## src/sv/mtsr_pkg.sv

```systemverilog
// Shared types, register indexes and constants of the multi-tap switch relay.
package mtsr_pkg;

  localparam int unsigned TimeBitsDefault = 16;
  localparam int unsigned CfgBits         = 16;
  localparam int unsigned TapBits         = 4;
  localparam int unsigned AddrBits        = 4;
  localparam int unsigned DataBits        = 32;

  localparam logic [CfgBits-1:0] DebounceReset = 16'd50;
  localparam logic [CfgBits-1:0] TimeoutReset  = 16'd300;
  localparam logic               IdleLevelReset = 1'b0;

  localparam logic [TapBits-1:0] TapMax      = 4'd15;
  localparam logic [TapBits-1:0] TapsSpecial = 4'd2;
  localparam logic [TapBits-1:0] TapsRestart = 4'd6;

  typedef enum logic [1:0] {
    RegDebounce  = 2'd0,
    RegTimeout   = 2'd1,
    RegIdleLevel = 2'd2,
    RegUnused    = 2'd3
  } mtsr_reg_e;

  typedef enum logic {
    OpTick    = 1'b0,
    OpCommand = 1'b1
  } mtsr_op_e;

  typedef struct packed {
    logic [CfgBits-1:0] debounce_ticks;
    logic [CfgBits-1:0] tap_timeout_ticks;
    logic               idle_level;
    logic               idle_level_wr;
  } mtsr_cfg_t;

  typedef struct packed {
    logic relay_on;
    logic status_event;
    logic special_event;
    logic restart_request;
  } mtsr_res_t;

endpackage

```

## src/sv/mtsr_in_if.sv

```systemverilog
// Input channel interface carrying tick and command items.
interface mtsr_in_if;
  logic valid;
  logic ready;
  logic operation;
  logic switch_level;
  logic relay_target;

  modport source (output valid, output operation, output switch_level,
                  output relay_target, input ready);
  modport sink (input valid, input operation, input switch_level,
                input relay_target, output ready);
endinterface

```

## src/sv/mtsr_out_if.sv

```systemverilog
// Output channel interface carrying one result per item.
interface mtsr_out_if;
  logic valid;
  logic ready;
  logic relay_on;
  logic status_event;
  logic special_event;
  logic restart_request;

  modport source (output valid, output relay_on, output status_event,
                  output special_event, output restart_request, input ready);
  modport sink (input valid, input relay_on, input status_event,
                input special_event, input restart_request, output ready);
endinterface

```

## src/sv/multi_tap_switch_relay_core.sv

```systemverilog
// Top level of the multi-tap switch relay: config port, core state and result register.
// Timing: a result is registered and valid in the cycle after its input transfer.
// Throughput: one item per cycle unless the output stalls; the output register lets
// a new input transfer take place in the same cycle as the waiting result is taken.
// Reset: rst_ni clears all state but the result register asynchronously; the
// other registers take reset values and the stable level takes the reset idle level.
module multi_tap_switch_relay_core #(
  parameter int unsigned TIME_BITS = mtsr_pkg::TimeBitsDefault
) (
  input  logic                          clk_i,
  input  logic                          rst_ni,
  input  logic                          psel,
  input  logic                          penable,
  input  logic                          pwrite,
  input  logic [mtsr_pkg::AddrBits-1:0] paddr,
  input  logic [mtsr_pkg::DataBits-1:0] pwdata,
  output logic [mtsr_pkg::DataBits-1:0] prdata,
  output logic                          pready,
  mtsr_in_if.sink                       in_i,
  mtsr_out_if.source                    out_o
);
  import mtsr_pkg::*;

  mtsr_cfg_t cfg;
  mtsr_res_t res;
  mtsr_res_t res_q;
  logic      out_valid_q;
  logic      accept;

  assign in_i.ready = ~out_valid_q | out_o.ready;
  assign accept     = in_i.valid & in_i.ready;

  mtsr_cfg u_cfg (
    .clk_i   (clk_i),
    .rst_ni  (rst_ni),
    .psel    (psel),
    .penable (penable),
    .pwrite  (pwrite),
    .paddr   (paddr),
    .pwdata  (pwdata),
    .prdata  (prdata),
    .pready  (pready),
    .cfg_o   (cfg)
  );

  mtsr_core #(
    .TIME_BITS (TIME_BITS)
  ) u_core (
    .clk_i          (clk_i),
    .rst_ni         (rst_ni),
    .accept_i       (accept),
    .operation_i    (in_i.operation),
    .switch_level_i (in_i.switch_level),
    .relay_target_i (in_i.relay_target),
    .cfg_i          (cfg),
    .res_o          (res)
  );

  always_ff @(posedge clk_i or negedge rst_ni) begin
    if (!rst_ni) begin
      out_valid_q <= 1'b0;
    end else if (in_i.ready) begin
      out_valid_q <= in_i.valid;
    end
  end

  always_ff @(posedge clk_i) begin
    if (accept) begin
      res_q <= res;
    end
  end

  assign out_o.valid           = out_valid_q;
  assign out_o.relay_on        = res_q.relay_on;
  assign out_o.status_event    = res_q.status_event;
  assign out_o.special_event   = res_q.special_event;
  assign out_o.restart_request = res_q.restart_request;

endmodule

```

## src/sv/mtsr_cfg.sv

```systemverilog
// APB-style configuration register file of the multi-tap switch relay.
module mtsr_cfg (
  input  logic                          clk_i,
  input  logic                          rst_ni,
  input  logic                          psel,
  input  logic                          penable,
  input  logic                          pwrite,
  input  logic [mtsr_pkg::AddrBits-1:0] paddr,
  input  logic [mtsr_pkg::DataBits-1:0] pwdata,
  output logic [mtsr_pkg::DataBits-1:0] prdata,
  output logic                          pready,
  output mtsr_pkg::mtsr_cfg_t           cfg_o
);
  import mtsr_pkg::*;

  logic [CfgBits-1:0] debounce_q, debounce_d;
  logic [CfgBits-1:0] timeout_q, timeout_d;
  logic               idle_q, idle_d;
  logic               wr_en;
  logic               idle_wr;
  mtsr_reg_e          reg_sel;

  assign wr_en   = psel & penable & pwrite;
  assign reg_sel = mtsr_reg_e'(paddr[3:2]);
  assign pready  = 1'b1;

  always_comb begin
    debounce_d = debounce_q;
    timeout_d  = timeout_q;
    idle_d     = idle_q;
    idle_wr    = 1'b0;
    if (wr_en) begin
      unique case (reg_sel)
        RegDebounce: debounce_d = pwdata[CfgBits-1:0];
        RegTimeout:  timeout_d  = pwdata[CfgBits-1:0];
        RegIdleLevel: begin
          idle_d  = pwdata[0];
          idle_wr = 1'b1;
        end
        default: ;
      endcase
    end
  end

  always_comb begin
    unique case (reg_sel)
      RegDebounce:  prdata = DataBits'(debounce_q);
      RegTimeout:   prdata = DataBits'(timeout_q);
      RegIdleLevel: prdata = DataBits'(idle_q);
      default:      prdata = '0;
    endcase
  end

  always_ff @(posedge clk_i or negedge rst_ni) begin
    if (!rst_ni) begin
      debounce_q <= DebounceReset;
      timeout_q  <= TimeoutReset;
      idle_q     <= IdleLevelReset;
    end else begin
      debounce_q <= debounce_d;
      timeout_q  <= timeout_d;
      idle_q     <= idle_d;
    end
  end

  assign cfg_o.debounce_ticks    = debounce_q;
  assign cfg_o.tap_timeout_ticks = timeout_q;
  assign cfg_o.idle_level        = idle_d;
  assign cfg_o.idle_level_wr     = idle_wr;

endmodule

```

## src/sv/mtsr_core.sv

```systemverilog
// Debounce vote, tap counter, idle timer and tap decoder with their state.
module mtsr_core #(
  parameter int unsigned TIME_BITS = mtsr_pkg::TimeBitsDefault
) (
  input  logic                clk_i,
  input  logic                rst_ni,
  input  logic                accept_i,
  input  logic                operation_i,
  input  logic                switch_level_i,
  input  logic                relay_target_i,
  input  mtsr_pkg::mtsr_cfg_t cfg_i,
  output mtsr_pkg::mtsr_res_t res_o
);
  import mtsr_pkg::*;

  localparam int unsigned CmpBits = (TIME_BITS > CfgBits) ? TIME_BITS : CfgBits;
  localparam logic [TIME_BITS-1:0] TimerMax = '1;

  logic                 stable_q, stable_d;
  logic                 relay_q, relay_d;
  logic [TapBits-1:0]   tap_q, tap_d;
  logic [TIME_BITS-1:0] timer_q, timer_d;
  logic                 voting_q, voting_d;
  logic [CfgBits-1:0]   window_q, window_d;
  logic [CfgBits-1:0]   vfor_q, vfor_d;
  logic [CfgBits-1:0]   vagainst_q, vagainst_d;
  logic                 differs;

  assign differs = switch_level_i ^ stable_q;

  always_comb begin
    stable_d   = stable_q;
    relay_d    = relay_q;
    tap_d      = tap_q;
    timer_d    = timer_q;
    voting_d   = voting_q;
    window_d   = window_q;
    vfor_d     = vfor_q;
    vagainst_d = vagainst_q;
    res_o      = '0;

    if (mtsr_op_e'(operation_i) == OpCommand) begin
      relay_d            = relay_target_i;
      res_o.status_event = 1'b1;
    end else begin
      if (tap_q != '0) begin
        if (timer_q != TimerMax) begin
          timer_d = timer_q + TIME_BITS'(1);
        end
      end else begin
        timer_d = '0;
      end

      if (voting_q) begin
        if (differs) begin
          vfor_d = vfor_q + CfgBits'(1);
        end else begin
          vagainst_d = vagainst_q + CfgBits'(1);
        end
        window_d = window_q - CfgBits'(1);
        if (window_d == '0) begin
          if (vfor_d > vagainst_d) begin
            stable_d = ~stable_q;
            if (tap_q != TapMax) begin
              tap_d = tap_q + TapBits'(1);
            end
            timer_d = '0;
          end
          voting_d   = 1'b0;
          window_d   = '0;
          vfor_d     = '0;
          vagainst_d = '0;
        end
      end else if (differs && (cfg_i.debounce_ticks != '0)) begin
        voting_d   = 1'b1;
        window_d   = cfg_i.debounce_ticks;
        vfor_d     = '0;
        vagainst_d = '0;
      end

      if (!voting_d && (tap_d != '0) &&
          (CmpBits'(timer_d) > CmpBits'(cfg_i.tap_timeout_ticks))) begin
        if (tap_d[0]) begin
          relay_d            = ~relay_d;
          res_o.status_event = 1'b1;
        end else if (tap_d == TapsSpecial) begin
          res_o.special_event = 1'b1;
        end else if (tap_d == TapsRestart) begin
          relay_d               = 1'b0;
          res_o.restart_request = 1'b1;
        end
        tap_d   = '0;
        timer_d = '0;
      end
    end
    res_o.relay_on = relay_d;
  end

  always_ff @(posedge clk_i or negedge rst_ni) begin
    if (!rst_ni) begin
      stable_q   <= IdleLevelReset;
      relay_q    <= 1'b0;
      tap_q      <= '0;
      timer_q    <= '0;
      voting_q   <= 1'b0;
      window_q   <= '0;
      vfor_q     <= '0;
      vagainst_q <= '0;
    end else if (cfg_i.idle_level_wr) begin
      stable_q   <= cfg_i.idle_level;
      voting_q   <= 1'b0;
      window_q   <= '0;
      vfor_q     <= '0;
      vagainst_q <= '0;
    end else if (accept_i) begin
      stable_q   <= stable_d;
      relay_q    <= relay_d;
      tap_q      <= tap_d;
      timer_q    <= timer_d;
      voting_q   <= voting_d;
      window_q   <= window_d;
      vfor_q     <= vfor_d;
      vagainst_q <= vagainst_d;
    end
  end

endmodule
```

## src/flat_wrapper.sv

```systemverilog
// flat-port wrapper written by rule: the top's interface ports become plain ports
module multi_tap_switch_relay_core_flat import mtsr_pkg::*;
#(
  parameter int unsigned TIME_BITS = mtsr_pkg::TimeBitsDefault
)
  (clk_i, rst_ni, psel, penable, pwrite, paddr, pwdata, prdata, pready, in_i_valid, in_i_operation, in_i_switch_level, in_i_relay_target, in_i_ready, out_o_valid, out_o_relay_on, out_o_status_event, out_o_special_event, out_o_restart_request, out_o_ready);
  mtsr_in_if in_i_i ();
  mtsr_out_if out_o_i ();
  input  logic clk_i;
  input  logic rst_ni;
  input  logic psel;
  input  logic penable;
  input  logic pwrite;
  input  logic [mtsr_pkg::AddrBits-1:0] paddr;
  input  logic [mtsr_pkg::DataBits-1:0] pwdata;
  output logic [mtsr_pkg::DataBits-1:0] prdata;
  output logic pready;
  input wire logic [$bits(in_i_i.valid)-1:0] in_i_valid;
  input wire logic [$bits(in_i_i.operation)-1:0] in_i_operation;
  input wire logic [$bits(in_i_i.switch_level)-1:0] in_i_switch_level;
  input wire logic [$bits(in_i_i.relay_target)-1:0] in_i_relay_target;
  output wire logic [$bits(in_i_i.ready)-1:0] in_i_ready;
  output wire logic [$bits(out_o_i.valid)-1:0] out_o_valid;
  output wire logic [$bits(out_o_i.relay_on)-1:0] out_o_relay_on;
  output wire logic [$bits(out_o_i.status_event)-1:0] out_o_status_event;
  output wire logic [$bits(out_o_i.special_event)-1:0] out_o_special_event;
  output wire logic [$bits(out_o_i.restart_request)-1:0] out_o_restart_request;
  input wire logic [$bits(out_o_i.ready)-1:0] out_o_ready;
  assign in_i_i.valid = in_i_valid;
  assign in_i_i.operation = in_i_operation;
  assign in_i_i.switch_level = in_i_switch_level;
  assign in_i_i.relay_target = in_i_relay_target;
  assign in_i_ready = in_i_i.ready;
  assign out_o_valid = out_o_i.valid;
  assign out_o_relay_on = out_o_i.relay_on;
  assign out_o_status_event = out_o_i.status_event;
  assign out_o_special_event = out_o_i.special_event;
  assign out_o_restart_request = out_o_i.restart_request;
  assign out_o_i.ready = out_o_ready;
  multi_tap_switch_relay_core #(.TIME_BITS(TIME_BITS)) u_core (.clk_i(clk_i), .rst_ni(rst_ni), .psel(psel), .penable(penable), .pwrite(pwrite), .paddr(paddr), .pwdata(pwdata), .prdata(prdata), .pready(pready), .in_i(in_i_i), .out_o(out_o_i));
endmodule
```

## config.mk

```make
export PLATFORM = sky130hd
export DESIGN_NAME = multi_tap_switch_relay_core_flat
export DESIGN_NICKNAME = d
export VERILOG_FILES = /design/src/sv/mtsr_pkg.sv /design/src/sv/mtsr_in_if.sv /design/src/sv/mtsr_out_if.sv /design/src/sv/multi_tap_switch_relay_core.sv /design/src/sv/mtsr_cfg.sv /design/src/sv/mtsr_core.sv /design/src/flat_wrapper.sv
export SDC_FILE = /design/constraint.sdc
export NUM_CORES = 1
export LEC_CHECK = 0
export CAP_MARGIN = 30
export CORE_UTILIZATION = 25
export CTS_CLUSTER_DIAMETER = 200
export DETAILED_ROUTE_END_ITERATION = 6
export DONT_BUFFER_PORTS = 1
export PLACE_DENSITY = 0.45
export RECOVER_POWER = 50
export SLEW_MARGIN = 5
export SYNTH_ARGS = -nofsm -noshare
export SYNTH_HDL_FRONTEND = slang
export SYNTH_SLANG_ARGS = --single-unit
export TNS_END_PERCENT = 5
```

## constraint.sdc

```tcl
create_clock -name clk_i -period 7.25 [get_ports clk_i]
set_input_delay 1.45 -clock clk_i [delete_from_list [all_inputs] [get_ports clk_i]]
set_output_delay 1.45 -clock clk_i [all_outputs]
set_load 0.05 [all_outputs]
```

# [Word level (Yosys, flattened, before mapping)]
# Index checks and enable logic that the tools add are counted.
[totals] mem_count=0 ff_bits=109 input_bits=46 romBits=0 wordCells=129 latchBits=0 ram_bits=0
[classes] n_eq_ne=7 add_sub_neg=5 n_lt_le_gt_ge=2 muxes=65 n_shift=0 reduce_logical=23 n_bitwise=11 div_mod_pow=0 n_mul=0
[op_table] cell="16-bit two-way mux" count=30
[op_table] cell="16-bit by 1-bit adder with 16-bit output, second input constant" count=3
[op_table] cell="16-bit case mux with 3 select lines" count=1
[op_table] cell="16-bit > comparator" count=2
[op_table] cell="1-bit two-way mux" count=26
[op_table] cell="4-bit two-way mux" count=6
[op_table] cell="16-bit zero test" count=1
[op_table] cell="16-bit != test, second input constant" count=1
[op_table] cell="16-bit nonzero test" count=1
[op_table] cell="16-bit by 1-bit subtractor with 16-bit output, second input constant" count=1
[op_table] cell="2-bit AND reduction" count=4
[op_table] cell="2-bit nonzero test" count=4
[op_table] cell="4-bit nonzero test" count=2
[op_table] cell="1-bit NOT" count=6
[op_table] cell="3-bit AND reduction" count=2
[op_table] cell="5-bit AND reduction" count=1
[op_table] cell="4-bit by 1-bit adder with 4-bit output, second input constant" count=1
[op_table] cell="4-bit by 2-bit == test with 1-bit output, second input constant" count=1
[op_table] cell="4-bit by 3-bit == test with 1-bit output, second input constant" count=1
[op_table] cell="4-bit != test, second input constant" count=1
[op_table] cell="4-bit OR reduction" count=1
[op_table] cell="1-bit AND" count=3
[op_table] cell="1-bit logical AND" count=3
[op_table] cell="3-bit two-way mux" count=1
[op_table] cell="10 further kinds" count=10

# [Longest topological paths before layout]
# Gate-level depths: netlist of run 1.
[depth] depth_word=15 mapped_depth=29

# [By module]
# From an unflattened synthesis of run 1, not the netlist that was laid out.
[unflattened] hier_cells=775 hier_area_um2=7270.7
[by_module_without_submodules] module="mtsr_core" cells_each=637 seq_area_each_um2=1776.7 area_per_inst_um2=5405.2 instances=1
[by_module_without_submodules] module="mtsr_cfg" cells_each=130 seq_area_each_um2=834.6 area_per_inst_um2=1691.6 instances=1
[by_module_without_submodules] module="multi_tap_switch_relay_core" cells_each=8 seq_area_each_um2=145.1 area_per_inst_um2=173.9 instances=1

# [Least setup slack after synthesis of run 1]
# Ideal clock, no wire load.
[synth_timing] path_kind="input to register" from="in in_i_switch_level" to="reg u_core.res_q (netlist bit u_core.out_o.relay_on), data pin" path_slack_ns=0.615 arrival_time_ns=6.374 required_ns=6.989 path_buffers=2 stages=26 setup_time_ns=0.261 path_cell_list="xnor2_1 nand4_1 nor3_1 nand3_1 nor2_1 xnor2_1 ha_1 nand4_1 nor2_1 o21ai_0 o21ai_0 and2_4 a21o_1 clkbuf_1 buf_2 a21oi_1 ha_1 a21oi_1 o21ai_0 a21o_1 a2111oi_0 o21ai_0 o211ai_1 nand2b_1 and3_1 nor4_1"
[synth_between] elab_chain_cells=15 word_cells_on_any_way=32 classes_between="2 x order compare; 2 x eq/ne; 22 x mux; 1 x bitwise; 5 x reduce/logical"
[synth_rtl] element="from (decl)" line="flat_wrapper.sv:20" text="input wire logic [$bits(in_i_i.switch_level)-1:0] in_i_switch_level;"
[synth_rtl] element="1-bit XOR *" line="mtsr_core.sv:29" text="assign differs = switch_level_i ^ stable_q;"
[synth_rtl] element="branches (longest 12 deep; another with 16-bit > comparator)"
[synth_rtl] element="1-bit two-way mux *" line="mtsr_core.sv:81" text="if (!voting_d && (tap_d != '0) &&"
[synth_rtl] element="1-bit two-way mux *" line="mtsr_core.sv:42" text="if (mtsr_op_e'(operation_i) == OpCommand) begin"
[synth_rtl] element="named net u_core.u_core.relay_d" line="mtsr_core.sv:20" text="logic relay_q, relay_d;"
[synth_rtl] element="to (signal assigned)" line="multi_tap_switch_relay_core.sv:69" text="res_q <= res;"
[synth_rtl] element="to (decl)" line="multi_tap_switch_relay_core.sv:26" text="mtsr_res_t res_q;"
# Mark *: on every way through the listed nets, which the timed path passes. The select of a mux whose other input is x is not followed.
# A chain may end at the register's enable or synchronous reset.

# [Worst setup path after layout of run 1]
# Ends and elaborated chain as after synthesis.

==> results of run 1 <==
==> worst paths after layout <==
check / depth (start not counted) / end / from / slack (ps)
setup / recovery: 28 / u_core.out_o.relay_on / in_i_switch_level / 790
hold / removal: 2 / u_core.u_cfg.idle_q / u_core.u_cfg.idle_q / 490
setup reg to reg: 28 / u_core.out_o.relay_on / u_core.u_core.stable_q / 1370
hold reg to reg: 2 / u_core.u_cfg.idle_q / u_core.u_cfg.idle_q / 490
max in group asynchronous: 0 / u_core.u_cfg.debounce_q[4] / rst_ni / 6210
min in group asynchronous: 0 / u_core.u_core.vagainst_q[12] / rst_ni / 770
==> registers in the layout (all words and copies together), names as in the netlist <==
| register | count |
|---|---|
| u_core.out_o.relay_on | 1 |
| u_core.out_o.status_event | 1 |
| u_core.out_o.restart_request | 1 |
| u_core.out_o.valid | 1 |
| u_core.out_o.special_event | 1 |
| u_core.u_cfg.idle_q | 1 |
| u_core.u_core.relay_q | 1 |
| u_core.u_cfg.debounce_q | 16 |
| u_core.u_core.stable_q | 1 |
| u_core.u_core.tap_q | 4 |
| u_core.u_core.timer_q | 16 |
| u_core.u_core.vfor_q | 16 |
| u_core.u_core.voting_q | 1 |
| u_core.u_core.vagainst_q | 16 |
| u_core.u_cfg.timeout_q | 16 |
| u_core.u_core.window_q | 16 |
==> kinds of logic after synthesis <==
group,synth area share [%]
simple gates,22.1
compound gates,15.3
flops,37.4
buf+inv,5.25
mux,7.90
xor+xnor,5.47
fa+ha+maj,6.45
other cells,0.102
==> per-stage QoR <==
stage	std cells	util, %	hold WS (ps)
3_5_place_dp	1197	27.1	477
6_report	1215	28.2	493
5_1_grt	1215	28.2	538
2_1_floorplan	844	-	446
4_1_cts	1213	28.2	503
3_3_place_gp	1196	27.0	476
==> critical path: stages <==
cell       delay [ps]
xnor2_1           110
buf_4             150
nand3_1            90
or2_2             300
nor2_1            140
and3_1            210
nand4_1           120
xor2_1            220
ha_1              290
nand4_1           100
nor2_1             70
buf_4             140
a41o_1            180
nor4b_2           210
and2_4            180
a21o_1            260
nor2_1            110
ha_1              300
a21oi_1           120
o21ai_0            80
a21o_1            190
a2111oi_0         410
buf_4             190
o21ai_0           110
o211ai_1          230
or3_1             250
nor3_1             70
nor4_1            320
==> per-layer routing <==
layer | part of all wire, % | global-route usage, % | up-vias
li1 | - | - | 2968
met1 | 51 | 18.3 | 2813
met2 | 44 | 20.2 | 85
met3 | 4.2 | 3.27 | 12
met4 | 1.1 | 3.18 | 0
met5 | 0 | 0 | -
==> cell usage in the layout, fill, tap and decap left out, types with 27 or more instances in the layout <==
| cell type | count |
|---|---|
| dfrtp_1 | 98 |
| nor2_1 | 87 |
| nand2_1 | 74 |
| a21oi_1 | 45 |
| o21ai_0 | 38 |
| ha_1 | 38 |
| mux2_2 | 33 |
| nand3_1 | 27 |
==> final cells by class <==
class	count	area [sq um]
timing repair buffer	27	223
clock buffer	9	225
sequential	109	2760
tap	384	480
clock inverter	7	87.6
fill	3128	20700
multi-input combinational	654	4280
inverter	25	93.8
==> power by group <==
| part | leakage [nW] | total (mW) | internal [mW] | switching (mW) |
|---|---|---|---|---|
| clock | 0.148 | 0.528 | 0.249 | 0.279 |
| combinational | 1.89 | 0.894 | 0.395 | 0.499 |
| sequential | 1.36 | 0.950 | 0.746 | 0.204 |
==> results.json, run 1 <==
{
  "status": "complete, no violations",
  "ys_types": 71,
  "wl_per_cell_um": 15.7,
  "cts_sinks": 109,
  "async_flop_share_pct": 96.3,
  "cellLeakagePower_nw": 3.40,
  "dr.pass1.iters": 6,
  "fin_crit_ps": 6460,
  "worst_pin_slew_ps": 993,
  "yosys-top-cells-count": "98 x dfrtp_1, 87 x nor2_1, 74 x nand2_1",
  "worst_ep_arrival_time_ps": 6640,
  "ys_warn_count": 0,
  "setup_violations": 0,
  "path_max_fanout": 7,
  "area_growth_pct": 10.7,
  "clk_pin_slew_ps": 80,
  "drc_errors": 0,
  "ys_seq_area_share_pct": 37.4,
  "portBuffers": 0,
  "via_per_inst": 4.84,
  "htree_num_levels": 3,
  "core_sq_um": 28900,
  "placed_area_sq_um": 7820,
  "synth_edf_count": 4,
  "synth_ff_type": "dfrtp_1",
  "drive_above_1_share_pct": 12.0,
  "grt_pass1_vias": 5751,
  "cp-end-kind": "flip-flop",
  "p_per_area_nw_per_um2": 291,
  "die_w_um": 174,
  "dp_hpwl_mm": 13.9,
  "cts-root-buf": "clkbuf_16",
  "ant_nets": 0,
  "grt_max_degree": 106,
  "relSlewSlack_pct": 33.8,
  "grt_setup_unrepaired": "false",
  "ios": 85,
  "peakVddDrop_v": 0.000122,
  "cts_tree": "built",
  "synth_cells": 829,
  "hold_class": "flip-flop to flip-flop",
  "synth_area_leaders": "dfrtp_1 33%, ha_1 6.5%, mux2_2 5.0%",
  "cts_made_buffers": 9,
  "cts_buffer_depth": 2,
  "fp-row-count": 62,
  "cap_violations": 0,
  "synth.most_common_cell": "dfrtp_1",
  "synth.avg_cell_area_sq_um": 8.89,
  "num_vias": 5878,
  "wl_mm": 19.1,
  "first_iter_violations": 326,
  "maxSlewViolCount": 0,
  "fmax_mhz": 155,
  "synth_top_area_cell": "dfrtp_1",
  "yosysTopAreaCellShare_pct": 33.3,
  "design_area_sq_um": 8150,
  "fin_tns_setup_ps": 0,
  "grt_use_total_pct": 13.1,
  "critPathRequiredTime_ps": 7420,
  "hold_viol_final": 0,
  "synth-seq-cells": 109,
  "gp_congestion": 0.782,
  "grt_pass1_wl_mm": 31.5,
  "cts_setup_buffers": 0,
  "finalCritPeriodShare_pct": 89.2,
  "dieArea_sq_um": 30200,
  "die_h_um": 174,
  "critPathKind": "input pin to flip-flop",
  "finalPower_mw": 2.37,
  "clk_latency_ps": 370,
  "synthesis.area_sq_um": 7370,
  "antenna_cells": 0,
  "nNetsFinal": 910,
  "start_util_pct": 25.5,
  "finClkSkew_ps": 15.6,
  "place_ws_ps": 399,
  "setup_ws_ps": 786,
  "cts_hold_buf": 0,
  "antenna_found_initial": 1,
  "post_cts_resized": 0,
  "cp-start-kind": "input pin",
  "grt_overflow_total": 0
}
Note: power is estimated with default switching activity, not from simulation.
==> inputs of run 2 (changes only) <==
--- a/config.mk
+++ b/config.mk
@@ -12,6 +12,8 @@
 export DONT_BUFFER_PORTS = 1
 export PLACE_DENSITY = 0.45
 export RECOVER_POWER = 50
+export REMOVE_ABC_BUFFERS = 1
+export SKIP_CTS_REPAIR_TIMING = 1
 export SLEW_MARGIN = 5
 export SYNTH_ARGS = -nofsm -noshare
 export SYNTH_HDL_FRONTEND = slang
==> run 2 against run 1 <==
  * Clock skew barely moved
  * Fmax decreased by 0.75%
  * Largest power group unchanged
  * Wire length hardly changed
==> results.json, run 2 (synthesis results as in run 1) <==
{
  "status": "complete, no violations",
  "top_layer": "met4",
  "cts-root-buf": "clkbuf_16",
  "dr_wl_met2_mm": 8.27,
  "path_max_fanout": 9,
  "grt_pass1_wl_mm": 31.1,
  "r2r_slack_ps": 1300,
  "p_int_mw": 1.39,
  "grt_setup_unrepaired": "false",
  "antenna_cells": 0,
  "worst-path-buf-inv": 2,
  "wl_mm": 19.1,
  "die_w_um": 174,
  "nNetsFinal": 909,
  "core_sq_um": 28900,
  "num_vias": 5825,
  "worst_ep_arrival_time_ps": 6800,
  "cap_violations": 0,
  "crit_path_cell_trace": "xnor2_1, nand4_1, nor3_1, nand3_1, nor2_1, xnor2_1, ha_1, a21oi_1, o221ai_1, a31oi_1, o21ai_0, buf_4, and2_4, a21o_1, buf_4, nor3_1, ha_1, a21o_1, a2111oi_0, o21ai_0, o211ai_1, a21o_2, nand2_2, o211ai_1",
  "grt_use_total_pct": 12.9,
  "critPathRequiredTime_ps": 7540,
  "finClkSkew_ps": 16.0,
  "hold_class": "flip-flop to flip-flop",
  "power.switching_mw": 0.987,
  "cts_buffer_depth": 2,
  "critPathMaxStageDelay_ps": 440,
  "drive_above_1_share_pct": 12.0,
  "clk_pin_slew_ps": 90,
  "p_per_area_nw_per_um2": 292,
  "finalCritPeriodShare_pct": 89.8,
  "area_growth_pct": 10.2,
  "finalPower_mw": 2.37,
  "worst_pin_slew_ps": 973,
  "fin_tns_setup_ps": 0,
  "start_util_pct": 25.5,
  "die_h_um": 174,
  "peakVddDrop_v": 0.000126,
  "portBuffers": 0,
  "critPathKind": "input pin to flip-flop",
  "cts_sinks": 109,
  "seq_power_share_pct": 39.4,
  "dp_cells": 1198,
  "cp-start-kind": "input pin",
  "wl_per_cell_um": 15.7,
  "cp-end-kind": "flip-flop",
  "drc_errors": 0,
  "final_cell_mix": "98 x dfrtp_1, 87 x nor2_1, 74 x nand2_1",
  "ios": 85,
  "cp_top_family": "compound AO/OA/AOI/OAI gates",
  "dr.pass1.iters": 4,
  "final_common_cell": "dfrtp_1",
  "ant_nets": 0,
  "gp_congestion": 0.771,
  "antenna_found_initial": 0,
  "dieArea_sq_um": 30200,
  "swShare_pct": 41.6,
  "cts_tree": "built",
  "fp-row-count": 62,
  "fmax_mhz": 154,
  "htree_num_levels": 3,
  "clk_latency_ps": 370,
  "cts_made_buffers": 9,
  "dp_hpwl_mm": 13.6,
  "instances_no_fill": 1214,
  "crit_slowest_cell": "a2111oi_0",
  "setup_violations": 0,
  "grt_overflow_total": 0,
  "first_iter_violations": 292,
  "finish.utilization_pct": 28.1,
  "grt_pass1_vias": 5680,
  "fin_crit_ps": 6510,
  "wl_met3_um": 930,
  "wl_met1_mm": 9.64,
  "maxSlewViolCount": 0,
  "cellLeakagePower_nw": 3.39,
  "combPwrFrac_pct": 38.2,
  "p_clk_share_pct": 22.4,
  "grt_max_degree": 106,
  "hold_viol_final": 0,
  "via_per_inst": 4.80,
  "relSlewSlack_pct": 34.9
}
run 2: changes by cell type in the layout (fill, tap and decap cells not counted), sizes merged:
cell | previous run | this run
clkinv | 3 | 2
clkinvlp | 1 | 0
inv | 28 | 30
clkbuf | 11 | 10
run 2: path summary, 6_finish.rpt:
kind / cells past startpoint / to / start
max reg2reg: 24 / u_core.u_core.timer_q[7] / u_core.u_core.stable_q
max: 24 / u_core.u_core.timer_q[7] / in_i_switch_level
min in group asynchronous: 0 / u_core.u_core.vagainst_q[14] / rst_ni
min: 1 / u_core.u_core.vfor_q[14] / u_core.u_core.vfor_q[14]
max in group asynchronous: 0 / u_core.u_cfg.debounce_q[1] / rst_ni
min reg2reg: 1 / u_core.u_core.vfor_q[14] / u_core.u_core.vfor_q[14]
run 2: power by group through the flow:
stage / clock network, mW / registers [mW] / logic, mW
final: 0.531 / 0.936 / 0.906
after global routing: 0.570 / 0.965 / 1.02
after CTS: 0.551 / 0.935 / 0.916
after detailed placement: 0 / 0.946 / 0.910
after global placement: 0 / 0.947 / 0.908
after floorplan: 0 / 0.894 / 0.687
run 2: worst reg2reg max path: cells and delay by family (launching register included):
family	cells	cell delay (ps)
flip-flops	1	460
AO/OA/AOI/OAI	11	2480
XOR/XNOR	2	500
buffers and inverters	2	350
adder cells (fa/ha/maj)	2	620
AND/OR/NAND/NOR	7	1470
run 2: final cells by class:
type,count,area [sq um]
Clock buffer,9,225
Clock inverter,7,83.8
Fill cell,3164,20700
Inverter,25,93.8
Multi-Input combinational cell,654,4280
Sequential cell,109,2760
Tap cell,384,480
Timing Repair Buffer,26,199
run 2: metal layers:
| metal | GRT usage, % | vias to the layer above |
|---|---|---|
| li1 | - | 2956 |
| met1 | 18.1 | 2767 |
| met2 | 19.9 | 90 |
| met3 | 3.27 | 12 |
| met4 | 2.89 | 0 |
| met5 | 0 | - |
run 2: per-stage QoR:
| step | hold slack, ps | setup slack, ps | instance area, sq um |
|---|---|---|---|
| 2_1_floorplan | 446 | 581 | 7130 |
| 3_3_place_gp | 481 | 213 | 7790 |
| 3_5_place_dp | 481 | 180 | 7820 |
| 4_1_cts | 504 | 542 | 8130 |
| 5_1_grt | 517 | 131 | 8120 |
| 6_report | 500 | 737 | 8120 |
==> inputs of run 3 (changes only) <==
--- a/config.mk
+++ b/config.mk
@@ -10,7 +10,7 @@
 export CTS_CLUSTER_DIAMETER = 200
 export DETAILED_ROUTE_END_ITERATION = 6
 export DONT_BUFFER_PORTS = 1
-export PLACE_DENSITY = 0.45
+export PLACE_DENSITY = 0.47
 export RECOVER_POWER = 50
 export REMOVE_ABC_BUFFERS = 1
 export SKIP_CTS_REPAIR_TIMING = 1
==> constraint.sdc (replaced) <==
create_clock -name clk_i -period 5.7 [get_ports clk_i]
set_input_delay 1.14 -clock clk_i [delete_from_list [all_inputs] [get_ports clk_i]]
set_output_delay 1.14 -clock clk_i [all_outputs]
set_load 0.05 [all_outputs]
==> run 3 against run 2 <==
  * Sequential cell count stayed put
  * Core utilization increased by 2.7 points
  * Worst hold slack worse by 43 ps
  * Largest power group is now combinational cells
  * Sequential share of layout area down 3.0 points
  * Cell area up 9.6%
  * Clock skew is essentially flat
==> results.json, run 3 (synthesis results as in run 1) <==
{
  "maxSlewViolCount": 0,
  "antenna_cells": 0,
  "drive_above_1_share_pct": 22.9,
  "crit_slowest_cell": "or3_4",
  "first_iter_violations": 254,
  "cts_sinks": 109,
  "gp_congestion": 0.825,
  "path_max_fanout": 6,
  "start_util_pct": 25.5,
  "multiInputGateArea_sq_um": 4640,
  "ant_nets": 0,
  "cap_violations": 0,
  "num_vias": 6078,
  "place_ws_ps": -893,
  "path_common_cell": "nand4_1",
  "p_per_area_nw_per_um2": 366,
  "final_common_cell": "dfrtp_1",
  "nNetsFinal": 960,
  "portBuffers": 0,
  "worst-path-buf-inv": 3,
  "finalCritPeriodShare_pct": 97.1,
  "whs_ps": 457,
  "status": "complete, no violations",
  "grt_use_total_pct": 12.9,
  "fmax_mhz": 181,
  "peakVddDrop_v": 0.000181,
  "drc_errors": 0,
  "final_cell_mix": "98 x dfrtp_1, 81 x nor2_1, 74 x nand2_1",
  "wl_per_cell_um": 15.3,
  "hold_viol_final": 0,
  "cp_top_family": "simple AND/OR/NAND/NOR gates",
  "critPathKind": "input pin to flip-flop",
  "die_w_um": 174,
  "die_h_um": 174,
  "seqCellArea_sq_um": 2760,
  "core_sq_um": 28900,
  "wl_mm": 19.4,
  "grt_max_degree": 106,
  "instances_no_fill": 1265,
  "dr.pass1.iters": 4,
  "worst_ep_arrival_time_ps": 5650,
  "fin_crit_ps": 5530,
  "setup_violations": 0,
  "finish.utilization_pct": 30.8,
  "cts-root-buf": "clkbuf_16",
  "cts_tree": "built",
  "dp_hpwl_mm": 13.9,
  "area_growth_pct": 20.8,
  "cts_made_buffers": 9,
  "antenna_found_initial": 0,
  "grt_setup_unrepaired": "true",
  "setup_ws_ps": 167,
  "clk_pin_slew_ps": 90,
  "critPathRequiredTime_ps": 5820,
  "finalPower_mw": 3.25,
  "ios": 85,
  "grt_pass1_wl_mm": 31.3,
  "dp_cells": 1244,
  "cellLeakagePower_nw": 3.76,
  "hold_class": "input pin to asynchronous set/reset pin",
  "fp-row-count": 62,
  "grt_overflow_total": 0,
  "via_per_inst": 4.80,
  "finClkSkew_ps": 16.0,
  "cts_buffer_depth": 2,
  "cp-end-kind": "flip-flop",
  "clk_latency_ps": 370,
  "grt_pass1_vias": 5807,
  "worst_pin_slew_ps": 1020,
  "htree_num_levels": 3,
  "n_fill_cell": 3113,
  "critPathMaxStageDelay_ps": 460,
  "cp-start-kind": "input pin",
  "dieArea_sq_um": 30200,
  "relSlewSlack_pct": 31.9
}
## run 3: changes by cell type in the layout (fill, tap and decap cells not counted), sizes merged
| cell | change |
|---|---|
| clkbuf | +1 |
| buf | +50 |
| clkinv | +1 |
| inv | -1 |
## run 3: report_power, final
part / internal, mW / leakage (nW) / switching (mW)
sequential: 0.949 / 1.36 / 0.234
combinational: 0.640 / 2.24 / 0.748
clock: 0.325 / 0.157 / 0.356
total: 1.91 / 3.76 / 1.34
## run 3: per-stage QoR
stage	area [sq um]	setup TNS [ps]
2_1_floorplan	7130	-12320
3_3_place_gp	8130	-21100
3_5_place_dp	8160	-19740
4_1_cts	8490	-10930
5_1_grt	8890	-1630
6_report	8890	0
## run 3: metal layers
metal  track usage [%]  part of all wire, %
met1              17.5                   48
met2              20.4                   46
met3              3.31                  4.7
met4              3.14                  1.1
met5                 0                    0
## run 3: path summary, 6_finish.rpt
| kind | endpoint | from | depth (start not counted) | slack, ps |
|---|---|---|---|---|
| worst max-delay path | u_core.out_o.relay_on | in_i_switch_level | 27 | 170 |
| worst min-delay path | u_core.u_core.vagainst_q[12] | rst_ni | 0 | 460 |
| worst max register to register | u_core.out_o.relay_on | u_core.u_core.stable_q | 27 | 380 |
| worst min register to register | u_core.u_cfg.idle_q | u_core.u_cfg.idle_q | 2 | 490 |
| max in group asynchronous | u_core.u_cfg.timeout_q[3] | rst_ni | 0 | 4920 |
| min in group clk_i | u_core.u_cfg.idle_q | u_core.u_cfg.idle_q | 2 | 490 |
## run 3: cell type report
type                    count  area share [%]
multi-input cells         654            52.1
flip-flops and latches    109            31.0
repair buffers             77            6.75
well taps                 384            5.40
clock buffers               9            2.53
clock inverters             7            1.14
inverters                  25            1.06
## run 3: worst reg2reg max path: stages, from the launching register on
cell and delay (ps):
dfrtp_1 560, xnor2_4 170, nand3_2 90, or2_4 280, nor2_4 110, and3_4 190
nand4_1 130, xor2_2 270, ha_4 240, nand4_1 80, nor2_2 60, buf_4 140
a41o_1 180, nor4b_2 240, and2_4 190, a21o_4 130, buf_6 120, buf_6 110
a21oi_2 40, ha_1 330, nand4_1 100, nor2_2 150, o221ai_2 120, o21ai_2 180
o211ai_1 210, or3_4 460, nor3_2 120, nor4_1 70
